[src/rtl/core/sews_pkg.sv]
// Shared types, codes and defaults of the sliding event window store.
`default_nettype none
package sews_pkg;

  localparam int DEF_WINDOW_DEPTH      = 64;
  localparam int DEF_FIXED_VALUE_BYTES = 16;

  localparam int CFG_IDX_W  = 3;
  localparam int CFG_DATA_W = 32;

  // Configuration register indexes.
  localparam logic [CFG_IDX_W-1:0] REG_RETENTION_TIME   = 3'd0;
  localparam logic [CFG_IDX_W-1:0] REG_MAX_EVENT_COUNT  = 3'd1;
  localparam logic [CFG_IDX_W-1:0] REG_MAX_TOTAL_BYTES  = 3'd2;
  localparam logic [CFG_IDX_W-1:0] REG_ALLOWED_LATENESS = 3'd3;
  localparam logic [CFG_IDX_W-1:0] REG_LATE_POLICY      = 3'd4;

  // Late event policies.
  localparam logic [1:0] LATE_DROP   = 2'd0;
  localparam logic [1:0] LATE_ACCEPT = 2'd1;
  localparam logic [1:0] LATE_ERROR  = 2'd2;

  // Result status codes.
  localparam logic [1:0] ST_OK         = 2'd0;
  localparam logic [1:0] ST_INVALID    = 2'd1;
  localparam logic [1:0] ST_LATE_DROP  = 2'd2;
  localparam logic [1:0] ST_LATE_ERROR = 2'd3;

  typedef struct packed {
    logic [63:0] time_ms;
    logic [31:0] tag;
    logic [16:0] bytes;
  } entry_t;

  typedef enum logic [1:0] {
    CELL_HOLD,
    CELL_INSERT,
    CELL_SHIFT
  } cell_op_t;

  typedef struct packed {
    cell_op_t op;
    entry_t   item;
  } cell_cmd_t;

  typedef enum logic [2:0] {
    S_IDLE,
    S_CHECK,
    S_INSERT,
    S_CUTOFF,
    S_RETAIN,
    S_COUNT,
    S_BYTES,
    S_DONE
  } state_t;

endpackage
`default_nettype wire

[src/rtl/core/sews_cell.sv]
// One slot of the window chain: holds an entry, inserts in order or shifts toward the head.
`default_nettype none
module sews_cell #(
  parameter int WINDOW_DEPTH = sews_pkg::DEF_WINDOW_DEPTH,
  parameter int IDX          = 0,
  localparam int CNT_W       = $clog2(WINDOW_DEPTH + 2)
) (
  input  wire                 clk,
  input  wire [CNT_W-1:0]     total,
  input  sews_pkg::cell_cmd_t cmd,
  input  sews_pkg::entry_t    left_entry,
  input  wire                 left_gt,
  input  sews_pkg::entry_t    right_entry,
  output sews_pkg::entry_t    entry,
  output logic                gt
);

  sews_pkg::entry_t entry_r;
  sews_pkg::entry_t entry_nxt;
  logic             occupied;
  logic             at_end;

  assign occupied = CNT_W'(IDX) < total;
  assign at_end   = total == CNT_W'(IDX);
  assign gt       = occupied && (entry_r.time_ms > cmd.item.time_ms);
  assign entry    = entry_r;

  // The chain is sorted, so the left neighbor being later than the new time
  // means everything from here on moves up by one slot.
  always_comb begin
    entry_nxt = entry_r;
    unique case (cmd.op)
      sews_pkg::CELL_HOLD:   entry_nxt = entry_r;
      sews_pkg::CELL_INSERT: begin
        if (left_gt) begin
          entry_nxt = left_entry;
        end else if (gt || at_end) begin
          entry_nxt = cmd.item;
        end
      end
      sews_pkg::CELL_SHIFT:  entry_nxt = right_entry;
      default:               entry_nxt = entry_r;
    endcase
  end

  always_ff @(posedge clk) begin
    entry_r <= entry_nxt;
  end

endmodule
`default_nettype wire

[config.mk]
export PLATFORM = sky130hd
export DESIGN_NAME = sews_cell
export DESIGN_NICKNAME = d
export VERILOG_FILES = /design/src/rtl/core/sews_pkg.sv /design/src/rtl/core/sews_cell.sv
export SDC_FILE = /design/constraint.sdc
export NUM_CORES = 1
export LEC_CHECK = 0
export ABC_AREA = 1
export BUFFER_PORTS_ARGS = -buffer_cell sky130_fd_sc_hd__buf_2
export CAP_MARGIN = 20
export CORE_AREA = 2 2 178 180
export CTS_CLUSTER_SIZE = 16
export DETAILED_ROUTE_END_ITERATION = 8
export DIE_AREA = 0 0 180 182
export SETUP_SLACK_MARGIN = 0.5
export SLEW_MARGIN = 5
export SYNTH_ARGS = -nofsm -noshare
export SYNTH_HDL_FRONTEND = slang
export SYNTH_SLANG_ARGS = --single-unit
export TNS_END_PERCENT = 100
[constraint.sdc]
create_clock -name clk -period 15.1 [get_ports clk]
set_input_delay 0.755 -clock clk [delete_from_list [all_inputs] [get_ports clk]]
set_output_delay 0.755 -clock clk [all_outputs]
set_load 0.01 [all_outputs]
# Word level (Yosys, flattened, before mapping)
# Cells that the tools add are included.
[classes] n_shift=0 n_reduce_logical=5 bitwise=0 add_sub_neg=0 muxes=3 eq_ne=3 div=0 multipliers=0 n_lt_le_gt_ge=2
[ops] operator="two-way mux 113 bit" n=2
[ops] operator="one-hot mux 113 bit (2 select lines)" n=1
[ops] operator="> comparator 64 bit" n=1
[ops] operator="zero test 7 bit" n=1
[ops] operator="< comparator 1 x 7 -> 1 bit (first input constant)" n=1
[ops] operator="!= test 3 bit (second input constant)" n=1
[ops] operator="== test 2 x 1 -> 1 bit (second input constant)" n=1
[ops] operator="== test 2 bit (second input constant)" n=1
[ops] operator="AND reduction 2 bit" n=1
[ops] operator="nonzero test 2 bit" n=1
[ops] operator="logical AND 1 bit" n=1
[ops] operator="logical OR 1 bit" n=1
[totals] rom_bits=0 in_bits=350 out_inout_bits=114 regBits=113 memories=0 ram_bits=0 elab_cells=16 latchBits=0

# Longest topological paths before layout
[depth] depth_word=6 depth_mapped=17 ltp_nobuf=17

# Least setup slack after synthesis
# OpenSTA, ideal clock, no wires.
[synth_path] path_kind="input to register" start="input port cmd[88] in the netlist's numbering" end="register entry_r, in the netlist entry[0] (enable)" setup_slack_ns=9.605 t_arrival_ns=4.983 path_stages=12 path_buffers=0 setup_time_ns=0.512 required_time_ns=14.588 cell_sequence="inv_1 ha_1 nand2_1 nor2_2 nand3b_1 nor4_2 nand2_1 clkinv_1 nand2_2 nand2_2 nand2_2 a21oi_2"
[synth_via] elab_chain_cells=5
[synth_rtl] element="start: declaration" line_no="sews_cell.sv:10" text="input sews_pkg::cell_cmd_t cmd,"
[synth_rtl] element="> comparator 64 bit" line_no="sews_cell.sv:25" text="assign gt = occupied && (entry_r.time_ms > cmd.item.time_ms);"
[synth_rtl] element="logical AND 1 bit" line_no="sews_cell.sv:25"
[synth_rtl] element="logical OR 1 bit" line_no="sews_cell.sv:37" text="end else if (gt || at_end) begin"
[synth_rtl] element="!= test 3 bit (no line)"
[synth_rtl] element="AND reduction 2 bit (no line)"
[synth_rtl] element="end signal: assignment" line_no="sews_cell.sv:47" text="entry_r <= entry_nxt;"
[synth_rtl] element="end: declaration" line_no="sews_cell.sv:18" text="sews_pkg::entry_t entry_r;"
# Every way passes these cells.
# A chain may end at the register's enable or synchronous reset.

==> results.md <==
- Sink Count: about 110
- Switching part of the total: 0.3098
- # resized after CTS: 0
- Slew Limit Fails: 0
- Min-delay src: right_entry[73]
- DR iter-0 viols: between 300 and 400
- Pin count of the biggest net entering global routing: slightly below 100
- Primary FF master, synth: edfxtp_1
- Grt met3 use: 0.04934
- Vias per std cell: roughly 4.6
- Synth warn: 0
- Fin area: 0.01072 mm2
- Max VDD drop: roughly 56 uV
- R2r endpoint: entry[29]
- Final setup violation count: 0
- P_sw: 0.3277 mW
- Critical path launch point type: input port
- Port buffer count: roughly 460
- Max reg flops: between 100 and 150
- Worst Hold Class: input port to flop
- CP Depth: 8
- Most used routing layer: met2
- # IOs: between 400 and 500
- Synth area leaders: edfxtp_1, ha_1, a21oi_1
- Status: finished, final reports clean
- Placed cells: approximately 1700
- Routed wire length: 28690 um
- Worst-margin pin slew: around 0.86 ns
- CP Data Arrival Time: 3.28 ns
- Initial Utilization: 0.2419
- Max cap viols: 0
- Via Count: about 8000
- Slowest stage delay, CP: about 0.78 ns
- CP Capture Type: flop
- Critical path data required time: between 15 and 20 ns
- Most frequent cell after synthesis: nand2_1
- Row count: 65
- # Post-CTS Setup Buffers: 0
- Met2 global-route usage: 0.2953
- Critical R2R Launch: entry[112]
- RSZ-0062 raised after global routing: no
- Most instantiated cells after synthesis: nand2_1, a21oi_1, edfxtp_1, inv_1, nor2_1
- Clk network pwr share: 0.376
- Internal power: 0.7303 mW
- Clock transition at path regs: 0.07 ns
- Final-layout fill cell count: between 3000 and 4000
- CTS Buf Count: 17
- Clock buffer depth: 2
- Routed WL per cell: ~17 um
- Area grow syn2layout: 43.09%
- Hold Buf Count CTS: 0
- Async set-reset flop share out of synthesis: 0
- Antenna Nets Post-Route: 0
- Vias in the first global route: roughly 7800
- Drt first pass iters: 5
- Worst reg-to-reg path cell count: 12
- All-Layer GR Usage: 0.1685
- Slowest cell on the critical path: buf_4
- Fin Setup TNS: 0 ns
- Syn Area/Cell: a little under 9 um2
- NumNets Final: around 1700
- Fmax: ~320 MHz
- Die X: around 180 um
- DR DRC count: 0
- M1 GR Usage: 0.1994
- CP dominant cell by count: buf_4
- Worst-Skew Late Latency: around 0.41 ns
- Final clock skew: about 0.017 ns
- DP Area: 0.01015 mm2
- Cell count after synthesis: between 800 and 900
- Critical-path cell list: buf_2, inv_1, ha_2, buf_4, inv_6, buf_4, o211ai_1, o21a_1
- Logic pwr share: 0.238
- Sequential power share: 0.386
- DP HPWL: between 20000 and 25000 um
- Cell variety after synth: 29
- First-pass GRT wire length: 42860 um
- Worst Setup SP: cmd[113]
- Core Area: between 0.03 and 0.04 mm2
- Post-synth EDFFs: between 100 and 150
- Crit Path Class: input port to flop
- Final GP Congestion: about 0.8
- WHS Endpoint: entry[73]
- Initial antenna violation count: 10
- GR Overflow Total: 0
- H-tree Lvls: 4
- Flops & latches, synth: ~110
- Crit path buffers/inverters: 5
- Share of the synthesized area in the top cell type: 0.4528
- Largest fanout on the critical path: between 90 and 100
- Max_slew headroom: 0.4251
- Die span in y: between 150 and 200 um
- Delay-heaviest family, CP: buffers and inverters
- LEAKAGE: 5.142 nW
- CTS tree: yes
- Reg2reg setup slack: roughly 12 ns
- Share of post-route cells with drive strength above 1: 0.3981
- Synth area leader: edfxtp_1
- Post-layout min period: 3.117 ns
- Die footprint: 0.03276 mm2
- CTS Root Cell: clkbuf_16
- Finished Layout Cells: about 1700
- PD cells: just under 100 mW/mm2
- Final Cycle Share: 0.2064
- Mapped Nets: about 1300
- Final Hold Fails: 0
- Worst hold stages: 2
- Synthesized area: roughly 0.0075 mm2
- Register area share after synthesis: 0.4528
- Finished Core Util: 0.3461
==> final cells by class <==
class / count / area, um2 / area share
multi-input combinational: 599 / 3570 / 0.3329
sequential: 113 / 3393 / 0.3164
timing repair buffer: 469 / 2369 / 0.2209
tap: 402 / 503.0 / 0.04690
clock buffer: 17 / 425.4 / 0.03967
inverter: 83 / 316.6 / 0.02952
clock inverter: 15 / 135.1 / 0.01260
antenna: 5 / 12.51 / 0.001167
==> logic make-up after synthesis <==
family	count (synthesis)	share of synthesized area
and+or+nand+nor	264	0.1411
DFF	113	0.4528
buffers and inverters	133	0.07229
AOI/OAI and AO/OA	269	0.2237
adders and majority gates	66	0.1102
==> worst reg2reg max path: stages (launching register included) <==
cell and delay (ns):
edfxtp_1 0.42, ha_1 0.34, nand4_1 0.19, nor2_1 0.19, nand4_1 0.09, inv_1 0.09, nand2_1 0.10, clkinv_1 0.08
nand2_2 0.05, nand2_2 0.05, nand2_2 0.06, a21oi_4 0.12, buf_4 0.62
==> stage by stage <==
step	hold slack (ns)	total power, mW	worst slack, ns
after floorplan	0.9411	0.5511	9.605
after global placement	1.028	0.6670	11.65
after detailed placement	1.032	0.6697	11.59
after CTS	0.5892	1.073	11.89
after global routing	0.5936	1.116	11.78
final	0.6127	1.058	11.98
==> cells in the final DEF, fill, tap and decap left out, types with 2 or more instances in the layout <==
| cell type | instances |
|---|---|
| nand3_2 | 2 |
| nand4_1 | 5 |
| ha_1 | 65 |
| diode_2 | 5 |
| o21a_1 | 65 |
| o21ai_1 | 2 |
| nand2_2 | 4 |
| clkinv_4 | 3 |
| inv_6 | 6 |
| nand3_1 | 4 |
| buf_2 | 462 |
| o211ai_1 | 62 |
| edfxtp_1 | 113 |
| inv_1 | 77 |
| clkbuf_16 | 17 |
| o21ai_0 | 4 |
| a21oi_1 | 132 |
| nand2_1 | 171 |
| buf_4 | 6 |
| clkinvlp_4 | 3 |
| nor2_1 | 72 |
| clkinv_1 | 3 |
| inv_2 | 4 |
==> worst max-delay path by stage <==
stage | to | slack, ns
after floorplan | entry[0] | 9.61
after global routing | gt | 11.78
after global placement | entry[81] | 11.65
after detailed placement | entry[57] | 11.59
final | entry[55] | 11.98
after CTS | gt | 11.89
==> power by group through the flow <==
stage	registers [mW]	clock network, mW	logic [mW]
2_1_floorplan	0.433	0	0.118
3_3_place_gp	0.415	0	0.252
6_report	0.409	0.398	0.252
3_5_place_dp	0.415	0	0.255
4_1_cts	0.409	0.408	0.256
5_1_grt	0.412	0.422	0.282
==> per-layer routing <==
layer  wire length [um]  up-vias
li1                   -     3837
met1              11680     3606
met2              14100      367
met3               2298       34
met4                598        2
met5                  7        -
Power figures use the tool's default switching activity.
