--- config.mk ---
export PLATFORM = sky130hd
export DESIGN_NAME = sews_ctrl
export DESIGN_NICKNAME = d
export VERILOG_FILES = /design/src/rtl/core/sews_pkg.sv /design/src/rtl/core/sews_ctrl.sv
export SDC_FILE = /design/constraint.sdc
export NUM_CORES = 1
export LEC_CHECK = 0
export ABC_AREA = 1
export BUFFER_PORTS_ARGS = -buffer_cell sky130_fd_sc_hd__buf_4
export CORE_UTILIZATION = 40
export CTS_CLUSTER_DIAMETER = 50
export DETAILED_ROUTE_END_ITERATION = 16
export PLACE_DENSITY = 0.74
export SLEW_MARGIN = 15
export SYNTH_ARGS = -nofsm -noshare
export SYNTH_HDL_FRONTEND = slang
export SYNTH_SLANG_ARGS = --single-unit
--- constraint.sdc ---
create_clock -name clk -period 6.5 [get_ports clk]
set_clock_uncertainty 0.2 [all_clocks]
set_input_delay 0.65 -clock clk [delete_from_list [all_inputs] [get_ports clk]]
set_output_delay 0.65 -clock clk [all_outputs]
set_load 0.02 [all_outputs]
--- src/rtl/core/sews_pkg.sv ---
// Shared types, codes and defaults of the sliding event window store.
`default_nettype none
package sews_pkg;

  localparam int DEF_WINDOW_DEPTH      = 64;
  localparam int DEF_FIXED_VALUE_BYTES = 16;

  localparam int CFG_IDX_W  = 3;
  localparam int CFG_DATA_W = 32;

  // Configuration register indexes.
  localparam logic [CFG_IDX_W-1:0] REG_RETENTION_TIME   = 3'd0;
  localparam logic [CFG_IDX_W-1:0] REG_MAX_EVENT_COUNT  = 3'd1;
  localparam logic [CFG_IDX_W-1:0] REG_MAX_TOTAL_BYTES  = 3'd2;
  localparam logic [CFG_IDX_W-1:0] REG_ALLOWED_LATENESS = 3'd3;
  localparam logic [CFG_IDX_W-1:0] REG_LATE_POLICY      = 3'd4;

  // Late event policies.
  localparam logic [1:0] LATE_DROP   = 2'd0;
  localparam logic [1:0] LATE_ACCEPT = 2'd1;
  localparam logic [1:0] LATE_ERROR  = 2'd2;

  // Result status codes.
  localparam logic [1:0] ST_OK         = 2'd0;
  localparam logic [1:0] ST_INVALID    = 2'd1;
  localparam logic [1:0] ST_LATE_DROP  = 2'd2;
  localparam logic [1:0] ST_LATE_ERROR = 2'd3;

  typedef struct packed {
    logic [63:0] time_ms;
    logic [31:0] tag;
    logic [16:0] bytes;
  } entry_t;

  typedef enum logic [1:0] {
    CELL_HOLD,
    CELL_INSERT,
    CELL_SHIFT
  } cell_op_t;

  typedef struct packed {
    cell_op_t op;
    entry_t   item;
  } cell_cmd_t;

  typedef enum logic [2:0] {
    S_IDLE,
    S_CHECK,
    S_INSERT,
    S_CUTOFF,
    S_RETAIN,
    S_COUNT,
    S_BYTES,
    S_DONE
  } state_t;

endpackage
`default_nettype wire

--- src/rtl/core/sews_ctrl.sv ---
// Sequencer of the window store: late check, insertion, eviction passes and result register.
`default_nettype none
module sews_ctrl #(
  parameter int WINDOW_DEPTH      = sews_pkg::DEF_WINDOW_DEPTH,
  parameter int FIXED_VALUE_BYTES = sews_pkg::DEF_FIXED_VALUE_BYTES,
  localparam int CNT_W            = $clog2(WINDOW_DEPTH + 2)
) (
  input  wire                            clk,
  input  wire                            rst_n,
  input  wire                            cfg_we,
  input  wire [sews_pkg::CFG_IDX_W-1:0]  cfg_index,
  input  wire [sews_pkg::CFG_DATA_W-1:0] cfg_wdata,
  input  wire                            in_valid,
  output logic                           in_stall,
  input  wire [63:0]                     in_event_time,
  input  wire [31:0]                     in_event_tag,
  input  wire [15:0]                     in_name_length,
  input  wire                            in_value_is_text,
  input  wire [15:0]                     in_text_length,
  output logic                           out_valid,
  input  wire                            out_stall,
  output logic [1:0]                     out_status,
  output logic                           out_stored,
  output logic [6:0]                     out_held_count,
  output logic [63:0]                    out_current_watermark,
  output logic [23:0]                    out_held_bytes,
  output logic [6:0]                     out_evicted_count,
  input  sews_pkg::entry_t               head_entry,
  output sews_pkg::cell_cmd_t            cell_cmd,
  output logic [CNT_W-1:0]               total
);

  sews_pkg::state_t state_r, state_nxt;

  logic [31:0] retention_r,  retention_nxt;
  logic [6:0]  max_count_r,  max_count_nxt;
  logic [23:0] max_bytes_r,  max_bytes_nxt;
  logic [31:0] lateness_r,   lateness_nxt;
  logic [1:0]  policy_r,     policy_nxt;

  sews_pkg::entry_t item_r, item_nxt;
  logic             name_zero_r, name_zero_nxt;

  logic [CNT_W-1:0] total_r,     total_nxt;
  logic [23:0]      byte_total_r, byte_total_nxt;
  logic [63:0]      wm_r,        wm_nxt;
  logic [63:0]      cutoff_r,    cutoff_nxt;
  logic [CNT_W-1:0] evicted_r,   evicted_nxt;
  logic [1:0]       status_r,    status_nxt;
  logic             stored_r,    stored_nxt;

  logic        out_valid_r,  out_valid_nxt;
  logic [1:0]  out_status_r, out_status_nxt;
  logic        out_stored_r, out_stored_nxt;
  logic [6:0]  out_count_r,  out_count_nxt;
  logic [63:0] out_wm_r,     out_wm_nxt;
  logic [23:0] out_bytes_r,  out_bytes_nxt;
  logic [6:0]  out_evict_r,  out_evict_nxt;

  logic             accept;
  logic             late;
  logic             reject;
  logic [CNT_W-1:0] limit;
  logic             retain_hit;
  logic             count_hit;
  logic             bytes_hit;
  logic             evict;
  logic             load_out;
  logic [16:0]      cost;

  assign accept = in_valid && !in_stall;
  assign late   = (item_r.time_ms < wm_r) &&
                  ((wm_r - item_r.time_ms) > {32'd0, lateness_r});
  assign reject = name_zero_r || late;
  assign limit  = (32'(max_count_r) > 32'(WINDOW_DEPTH)) ? CNT_W'(WINDOW_DEPTH)
                                                         : CNT_W'(max_count_r);
  assign retain_hit = (total_r != '0) && (head_entry.time_ms < cutoff_r);
  assign count_hit  = total_r > limit;
  assign bytes_hit  = (total_r != '0) && (byte_total_r > max_bytes_r);
  assign cost = 17'(in_name_length) +
                (in_value_is_text ? 17'(in_text_length) : 17'(FIXED_VALUE_BYTES));

  // Next state.
  always_comb begin
    state_nxt = state_r;
    unique case (state_r)
      sews_pkg::S_IDLE:   if (accept) state_nxt = sews_pkg::S_CHECK;
      sews_pkg::S_CHECK:  state_nxt = reject ? sews_pkg::S_DONE : sews_pkg::S_INSERT;
      sews_pkg::S_INSERT: state_nxt = sews_pkg::S_CUTOFF;
      sews_pkg::S_CUTOFF: state_nxt = sews_pkg::S_RETAIN;
      sews_pkg::S_RETAIN: if (!retain_hit) state_nxt = sews_pkg::S_COUNT;
      sews_pkg::S_COUNT:  if (!count_hit) state_nxt = sews_pkg::S_BYTES;
      sews_pkg::S_BYTES:  if (!bytes_hit) state_nxt = sews_pkg::S_DONE;
      sews_pkg::S_DONE:   if (load_out) state_nxt = sews_pkg::S_IDLE;
      default:            state_nxt = sews_pkg::S_IDLE;
    endcase
  end

  // Control outputs of the sequencer.
  always_comb begin
    in_stall      = state_r != sews_pkg::S_IDLE;
    evict         = ((state_r == sews_pkg::S_RETAIN) && retain_hit) ||
                    ((state_r == sews_pkg::S_COUNT)  && count_hit)  ||
                    ((state_r == sews_pkg::S_BYTES)  && bytes_hit);
    load_out      = (state_r == sews_pkg::S_DONE) && (!out_valid_r || !out_stall);
    cell_cmd.item = item_r;
    if (state_r == sews_pkg::S_INSERT) begin
      cell_cmd.op = sews_pkg::CELL_INSERT;
    end else if (evict) begin
      cell_cmd.op = sews_pkg::CELL_SHIFT;
    end else begin
      cell_cmd.op = sews_pkg::CELL_HOLD;
    end
  end

  // Configuration registers.
  always_comb begin
    retention_nxt = retention_r;
    max_count_nxt = max_count_r;
    max_bytes_nxt = max_bytes_r;
    lateness_nxt  = lateness_r;
    policy_nxt    = policy_r;
    if (cfg_we) begin
      unique case (cfg_index)
        sews_pkg::REG_RETENTION_TIME:   retention_nxt = cfg_wdata;
        sews_pkg::REG_MAX_EVENT_COUNT:  max_count_nxt = cfg_wdata[6:0];
        sews_pkg::REG_MAX_TOTAL_BYTES:  max_bytes_nxt = cfg_wdata[23:0];
        sews_pkg::REG_ALLOWED_LATENESS: lateness_nxt  = cfg_wdata;
        sews_pkg::REG_LATE_POLICY:      policy_nxt    = cfg_wdata[1:0];
        default: ;
      endcase
    end
  end

  // Window bookkeeping.
  always_comb begin
    item_nxt       = item_r;
    name_zero_nxt  = name_zero_r;
    total_nxt      = total_r;
    byte_total_nxt = byte_total_r;
    wm_nxt         = wm_r;
    cutoff_nxt     = cutoff_r;
    evicted_nxt    = evicted_r;
    status_nxt     = status_r;
    stored_nxt     = stored_r;

    if (accept) begin
      item_nxt.time_ms = in_event_time;
      item_nxt.tag     = in_event_tag;
      item_nxt.bytes   = cost;
      name_zero_nxt    = in_name_length == 16'd0;
    end

    if (state_r == sews_pkg::S_CHECK) begin
      evicted_nxt = '0;
      stored_nxt  = !reject;
      if (name_zero_r) begin
        status_nxt = sews_pkg::ST_INVALID;
      end else if (late) begin
        if (policy_r == sews_pkg::LATE_DROP) begin
          status_nxt = sews_pkg::ST_LATE_DROP;
        end else if (policy_r == sews_pkg::LATE_ERROR) begin
          status_nxt = sews_pkg::ST_LATE_ERROR;
        end else begin
          status_nxt = sews_pkg::ST_OK;
        end
      end else begin
        status_nxt = sews_pkg::ST_OK;
      end
    end

    if (state_r == sews_pkg::S_INSERT) begin
      total_nxt      = total_r + CNT_W'(1);
      byte_total_nxt = byte_total_r + 24'(item_r.bytes);
      if (item_r.time_ms > wm_r) begin
        wm_nxt = item_r.time_ms;
      end
    end

    if (state_r == sews_pkg::S_CUTOFF) begin
      cutoff_nxt = (wm_r > {32'd0, retention_r}) ? wm_r - {32'd0, retention_r} : 64'd0;
    end

    if (evict) begin
      total_nxt      = total_r - CNT_W'(1);
      byte_total_nxt = byte_total_r - 24'(head_entry.bytes);
      evicted_nxt    = evicted_r + CNT_W'(1);
    end
  end

  // Result register; it frees the sequencer while the result waits.
  always_comb begin
    out_valid_nxt  = out_valid_r && out_stall;
    out_status_nxt = out_status_r;
    out_stored_nxt = out_stored_r;
    out_count_nxt  = out_count_r;
    out_wm_nxt     = out_wm_r;
    out_bytes_nxt  = out_bytes_r;
    out_evict_nxt  = out_evict_r;
    if (load_out) begin
      out_valid_nxt  = 1'b1;
      out_status_nxt = status_r;
      out_stored_nxt = stored_r;
      out_count_nxt  = 7'(total_r);
      out_wm_nxt     = wm_r;
      out_bytes_nxt  = byte_total_r;
      out_evict_nxt  = 7'(evicted_r);
    end
  end

  always_ff @(posedge clk) begin
    if (!rst_n) begin
      state_r      <= sews_pkg::S_IDLE;
      retention_r  <= 32'd1000;
      max_count_r  <= 7'd64;
      max_bytes_r  <= 24'hFFFFFF;
      lateness_r   <= 32'd0;
      policy_r     <= sews_pkg::LATE_DROP;
      total_r      <= '0;
      byte_total_r <= 24'd0;
      wm_r         <= 64'd0;
      out_valid_r  <= 1'b0;
    end else begin
      state_r      <= state_nxt;
      retention_r  <= retention_nxt;
      max_count_r  <= max_count_nxt;
      max_bytes_r  <= max_bytes_nxt;
      lateness_r   <= lateness_nxt;
      policy_r     <= policy_nxt;
      total_r      <= total_nxt;
      byte_total_r <= byte_total_nxt;
      wm_r         <= wm_nxt;
      out_valid_r  <= out_valid_nxt;
    end
  end

  always_ff @(posedge clk) begin
    item_r       <= item_nxt;
    name_zero_r  <= name_zero_nxt;
    cutoff_r     <= cutoff_nxt;
    evicted_r    <= evicted_nxt;
    status_r     <= status_nxt;
    stored_r     <= stored_nxt;
    out_status_r <= out_status_nxt;
    out_stored_r <= out_stored_nxt;
    out_count_r  <= out_count_nxt;
    out_wm_r     <= out_wm_nxt;
    out_bytes_r  <= out_bytes_nxt;
    out_evict_r  <= out_evict_nxt;
  end

  assign total                 = total_r;
  assign out_valid             = out_valid_r;
  assign out_status            = out_status_r;
  assign out_stored            = out_stored_r;
  assign out_held_count        = out_count_r;
  assign out_current_watermark = out_wm_r;
  assign out_held_bytes        = out_bytes_r;
  assign out_evicted_count     = out_evict_r;

endmodule
`default_nettype wire

# After elaboration in Yosys (flattened, before gate mapping)
# Index checks and enable logic that the tools add are counted.
[classes] n_bitwise=1 n_lt_le_gt_ge=8 n_eq_ne=17 add_sub_neg=8 n_reduce_logical=33 mux=21
[op_table] cell="64-bit by 32-bit > comparator with 1-bit output" count=2
[op_table] cell="64-bit < comparator" count=2
[op_table] cell="64-bit > comparator" count=1
[op_table] cell="64-bit by 32-bit subtractor with 64-bit output" count=1
[op_table] cell="64-bit subtractor" count=1
[op_table] cell="24-bit two-way mux" count=2
[op_table] cell="7-bit two-way mux" count=5
[op_table] cell="24-bit by 17-bit adder with 24-bit output" count=1
[op_table] cell="24-bit > comparator" count=1
[op_table] cell="3-bit case mux with 8 select lines" count=1
[op_table] cell="24-bit by 17-bit subtractor with 24-bit output" count=1
[op_table] cell="3-bit two-way mux" count=6
[op_table] cell="16-bit by 16-bit adder with 17-bit output" count=1
[op_table] cell="16-bit logical NOT" count=1
[op_table] cell="16-bit two-way mux" count=1
[op_table] cell="3-bit equality test (second input constant)" count=5
[op_table] cell="7-bit by 1-bit adder with 7-bit output (second input constant)" count=2
[op_table] cell="3-bit by 2-bit equality test with 1-bit output (second input constant)" count=4
[op_table] cell="2-bit AND reduction" count=6
[op_table] cell="2-bit inequality test (second input constant)" count=5
[op_table] cell="1-bit logical AND" count=9
[op_table] cell="2-bit two-way mux" count=4
[op_table] cell="7-bit > comparator" count=1
[op_table] cell="7-bit > comparator (second input constant)" count=1
[op_table] cell="14 further kinds" count=24
[word_totals] word_cells=113 register_bits=489

# Depth between registers and ports, before layout
[logic_depth] ltp_word=8 mapped_depth=33 ltp_nobuf=32

# Least setup slack after synthesis
# No wires, ideal clock.
[synth_path] path_type="reg2reg" from="reg state_r[1]" to="reg out_wm_r[0] (netlist: out_current_watermark[0]), enable pin" period_less_slack_ns=6.537 path_stages_with_launch=5 setup_slack_ns=-0.037 setup_time_ns=0.605 t_required_ns=5.695 arrival_ns=5.732 n_path_buf=0 path_cell_list="dfxtp_1 > nand2_1 > nor2_1 > inv_1 > a21oi_1"
[synth_between] elab_chain_cells=2
[synth_lines] element="from (decl)" line="sews_ctrl.sv:33" text="sews_pkg::state_t state_r, state_nxt;"
[synth_lines] element="from (signal assigned)" line="sews_ctrl.sv:213" text="state_r <= sews_pkg::S_IDLE;"
[synth_lines] element="from (signal assigned)" line="sews_ctrl.sv:224" text="state_r <= state_nxt;"
[synth_lines] element="3-bit equality test" line="sews_ctrl.sv:105" text="load_out = (state_r == sews_pkg::S_DONE) && (!out_valid_r || !out_stall);"
[synth_lines] element="1-bit logical AND" line="sews_ctrl.sv:105"
[synth_lines] element="via load_out" line="sews_ctrl.sv:68" text="logic load_out;"
[synth_lines] element="to (signal assigned)" line="sews_ctrl.sv:247" text="out_wm_r <= out_wm_nxt;"
[synth_lines] element="to (decl)" line="sews_ctrl.sv:56" text="logic [63:0] out_wm_r, out_wm_nxt;"
# The timed path passes the listed nets, and every way through them passes these cells.
# A chain may end at the register's enable or synchronous reset.

# Final worst setup path
[layout_path] from="reg cutoff_r[63]" to="reg byte_total_r[15]"
[layout_between] elab_chain_cells=6
[layout_lines] element="from (decl)" line="sews_ctrl.sv:47" text="logic [63:0] cutoff_r, cutoff_nxt;"
[layout_lines] element="from (signal assigned)" line="sews_ctrl.sv:240" text="cutoff_r <= cutoff_nxt;"
[layout_lines] element="64-bit < comparator *" line="sews_ctrl.sv:77" text="assign retain_hit = (total_r != '0) && (head_entry.time_ms < cutoff_r);"
[layout_lines] element="1-bit logical AND *" line="sews_ctrl.sv:77"
[layout_lines] element="1-bit logical AND *" line="sews_ctrl.sv:102" text="evict = ((state_r == sews_pkg::S_RETAIN) && retain_hit) ||"
[layout_lines] element="1-bit logical OR *" line="sews_ctrl.sv:102"
[layout_lines] element="1-bit logical OR *" line="sews_ctrl.sv:103" text="((state_r == sews_pkg::S_COUNT) && count_hit) ||"
[layout_lines] element="via evict" line="sews_ctrl.sv:67" text="logic evict;"
[layout_lines] element="24-bit two-way mux or 2-bit nonzero test (tied branches)"
[layout_lines] element="to (signal assigned)" line="sews_ctrl.sv:231" text="byte_total_r <= byte_total_nxt;"
[layout_lines] element="to (decl)" line="sews_ctrl.sv:45" text="logic [23:0] byte_total_r, byte_total_nxt;"
# The timed path passes the listed nets; every way through them passes the cells marked *.

==> results.toml <==
[layout]
area_delta_synth_final_pct = 26.4
final_util_pct = 51.3
fin_nets = 5135
layout-drive-gt1-share_pct = 15.6

[timing]
fmax_mhz = 192
rsz0062_at_grt = "false"
max_slew_margin_pct = 26.6
hold_violations = 0
period_minus_slack_ns = 5.20
maxSlewViolCount = 0
setup_tns_ns = 0
setup_violations = 0
worstMarginPinSlew_ns = 1.10
finalCritPeriodShare_pct = 80.0

[grt]
grt_overflow_total = 0
antenna_found_initial = 5
grt_pass1_vias = 27115
grt_use_total_pct = 24.8
grt_max_degree = 111
grt_pass1_wl_um = 149000

[logic_synthesis]
synthCells = 3995
synth-seq-cells = 489
synth_ff_type = "edfxtp_1"
synthesis.nets = 4550
avgSynthCellArea_um2 = 7.73
synth_top_family_by_area = "simple AND/OR/NAND/NOR gates"
yosys.area_share.simple_pct = 20.7
synth_cell_types = 62
synthArstFlopShare_pct = 0
yosysSeqAreaShare_pct = 41.2
synthXorXnorAreaFrac_pct = 3.15
synth.area.mux_share_pct = 0.0324
synthAdderAreaFrac_pct = 11.2
syn_area_um2 = 30900
synth_compound_area_share_pct = 13.4
synth_edf_count = 293
yosys_warnings = 0

[setup_path]
r2r_cells = 21
rr_startpoint = "cutoff_r[63]"
endpoint_kind = "flop"
crit_path_start_kind = "flop"
cp_max_fo = 35
endpoint = "byte_total_r[15]"
rr_endpoint = "byte_total_r[15]"
required_ns = 6.83
worstPathArrival_ns = 5.53
worstSetupPathType = "flop to flop"
r2r_slack_ns = 1.30
startpoint = "cutoff_r[63]"

[power_and_ir_drop]
ir_drop_mv = 0.295
pwr_density_cell_nw_per_um2 = 459
total_leakage_power_nw = 19.2

[floorplanning]
start_util_pct = 40.5
dieHeight_um = 280
top_level_ports = 511
dieArea_um2 = 78400
fp.dieW_um = 280
placementRows = 101
fp.coreArea_um2 = 76200

[drt]
postRouteAntennaNets = 0
post_drt_via_cell_ratio = 4.99
drcViolationCount = 0
drtIter0Drc = 2031
wl_um = 99800
dr.pass1.iters = 7
wl_per_cell_um = 17.6
via_count = 28307

[cts]
cts_tree = "built"
clk_latency_ns = 0.62
cts_buffers = 71
clkSlewWorstSetupHoldPaths_ns = 0.06
ctsLongestPathBuffers = 3
clock_sinks = 489
root_buffer = "clkbuf_16"
cts_max_level = 3

[placed_design]
port_buffers = 478
place_hpwl_um = 79100
globalplace.congestion = 0.960

[flow_run]
drv_cap = 0

[min_path]
hold_class = "primary input to flop"

[outcome]
outcome = "complete, no violations"
layout make-up:
| cell class | instances | area, µm² |
|---|---|---|
| inverters | 767 | 2880 |
| multi-input cells | 2668 | 15000 |
| flip-flops and latches | 489 | 12700 |
| clock inverters | 48 | 621 |
| well taps | 1030 | 1290 |
| clock buffers | 84 | 1880 |
| diodes | 1 | 2.50 |
| fillers | 7252 | 37100 |
| repair buffers | 583 | 4630 |
flip-flops by register name (all words and copies together), names as in the netlist, 24 cells and up:
register / flops
cell_cmd: 113
cutoff_r: 64
out_current_watermark: 64
wm_r: 64
lateness_r: 32
retention_r: 32
byte_total_r: 24
max_bytes_r: 24
out_held_bytes: 24
placed cells by master (no fill, tap or decap), drive strengths merged:
master,instances
clkinvlp,3
or2,8
mux2i,1
nor4,20
o21a,11
edfxtp,293
dlygate4sd3,90
o221ai,3
nand3b,13
clkinv,18
nor3b,5
ha,268
nand2,910
clkbuf,84
o211ai,39
a31oi,10
and2,5
xnor2,28
bufinv,9
nand2b,1
nand4,36
o32ai,1
o21ai,273
o21bai,9
and3,4
nor3,42
dfxtp,196
a21oi,400
a21o,3
diode,1
a32oi,1
nand3,121
xor2,83
nor2,358
fa,5
inv,785
a211oi,4
buf,493
a21boi,6
report_power, final:
group	switching, mW	leakage, nW	internal [mW]
Combinational	5.96	13.6	3.08
Sequential	0.589	4.31	4.26
Clock	1.55	1.22	2.49
Yosys cell counts (30+ instances only):
cell      number  area share, %
a21oi_1      394            6.4
clkbuf_1      44           0.53
dfxtp_1      196             13
edfxtp_1     293             28
ha_1         268             11
inv_1        744            9.0
nand2_1      890             11
nand3_1      114            1.8
nand4_1       35           0.71
nor2_1       344            4.2
nor3_1        30           0.49
o211ai_1      37           0.90
o21ai_0      222            3.6
o21ai_1       45           0.73
xor2_1        83            2.4
repair_timing:
item / CTS / global route
gates resized for setup: 0 / 0
setup buffers: 0 / 0
setup endpoints to repair: 0 / 0
hold buffers: 90 / 0
hold endpoints to repair: 90 / 0
per-layer routing:
metal,vias to the layer above,routed length (µm),GRT usage (%)
met4,6,3840,9.96
met2,991,47100,42.2
met5,-,36,0
met3,179,7910,4.87
li1,14180,-,-
met1,12951,40900,30.6
kinds of logic (layout without fill, tap and decap cells):
family                   after synthesis  after routing
AO/OA/AOI/OAI                        760            760
buffers and inverters                838           1482
flip-flops                           489            489
other                                  0              1
AND/OR/NAND/NOR                     1523           1523
multiplexers                           1              1
XOR/XNOR                             111            111
adder cells (fa/ha/maj)              273            273
critical path: stages, from the launching register on:
cell	delay, ns
edfxtp_1	0.32
inv_1	0.05
ha_1	0.30
nand2_1	0.08
nor4_1	0.41
and2_1	0.26
and3_1	0.23
nand2_1	0.27
nand4_2	0.18
nand2_2	0.07
inv_2	0.39
o21ai_0	0.18
ha_1	0.39
nand3_1	0.12
a21oi_1	0.18
nor2_1	0.10
o21ai_0	0.42
a31oi_1	0.21
o21ai_0	0.34
a21oi_1	0.13
xor2_1	0.16
a21oi_1	0.13
how the worst min path moves through the flow:
stage                      startpoint                  endpoint  slack, ns  cells past startpoint
finish              in_event_time[19]              cell_cmd[68]       0.03                      1
global route        in_event_time[14]              cell_cmd[63]       0.01                      1
CTS                 in_event_time[21]              cell_cmd[70]     0.0008                      1
detailed placement            wm_r[0]  out_current_watermark[0]       0.22                      0
global placement              wm_r[0]  out_current_watermark[0]       0.22                      0
floorplan                 status_r[0]             out_status[0]       0.20                      0
through the flow:
step                setup slack [ns]  hold slack [ns]  instances  instance area [µm²]  total power [mW]
floorplan                      0.195            0.200       3995                30900              11.0
global placement                1.02            0.215       5446                35600              13.6
detailed placement             0.886            0.217       5446                35600              13.7
CTS                             1.29         0.000800       5668                39000              17.9
global route                   0.783           0.0124       5670                39100              19.2
finish                          1.30           0.0342       5670                39100              17.9
Note: power is estimated with default switching activity, not from simulation.
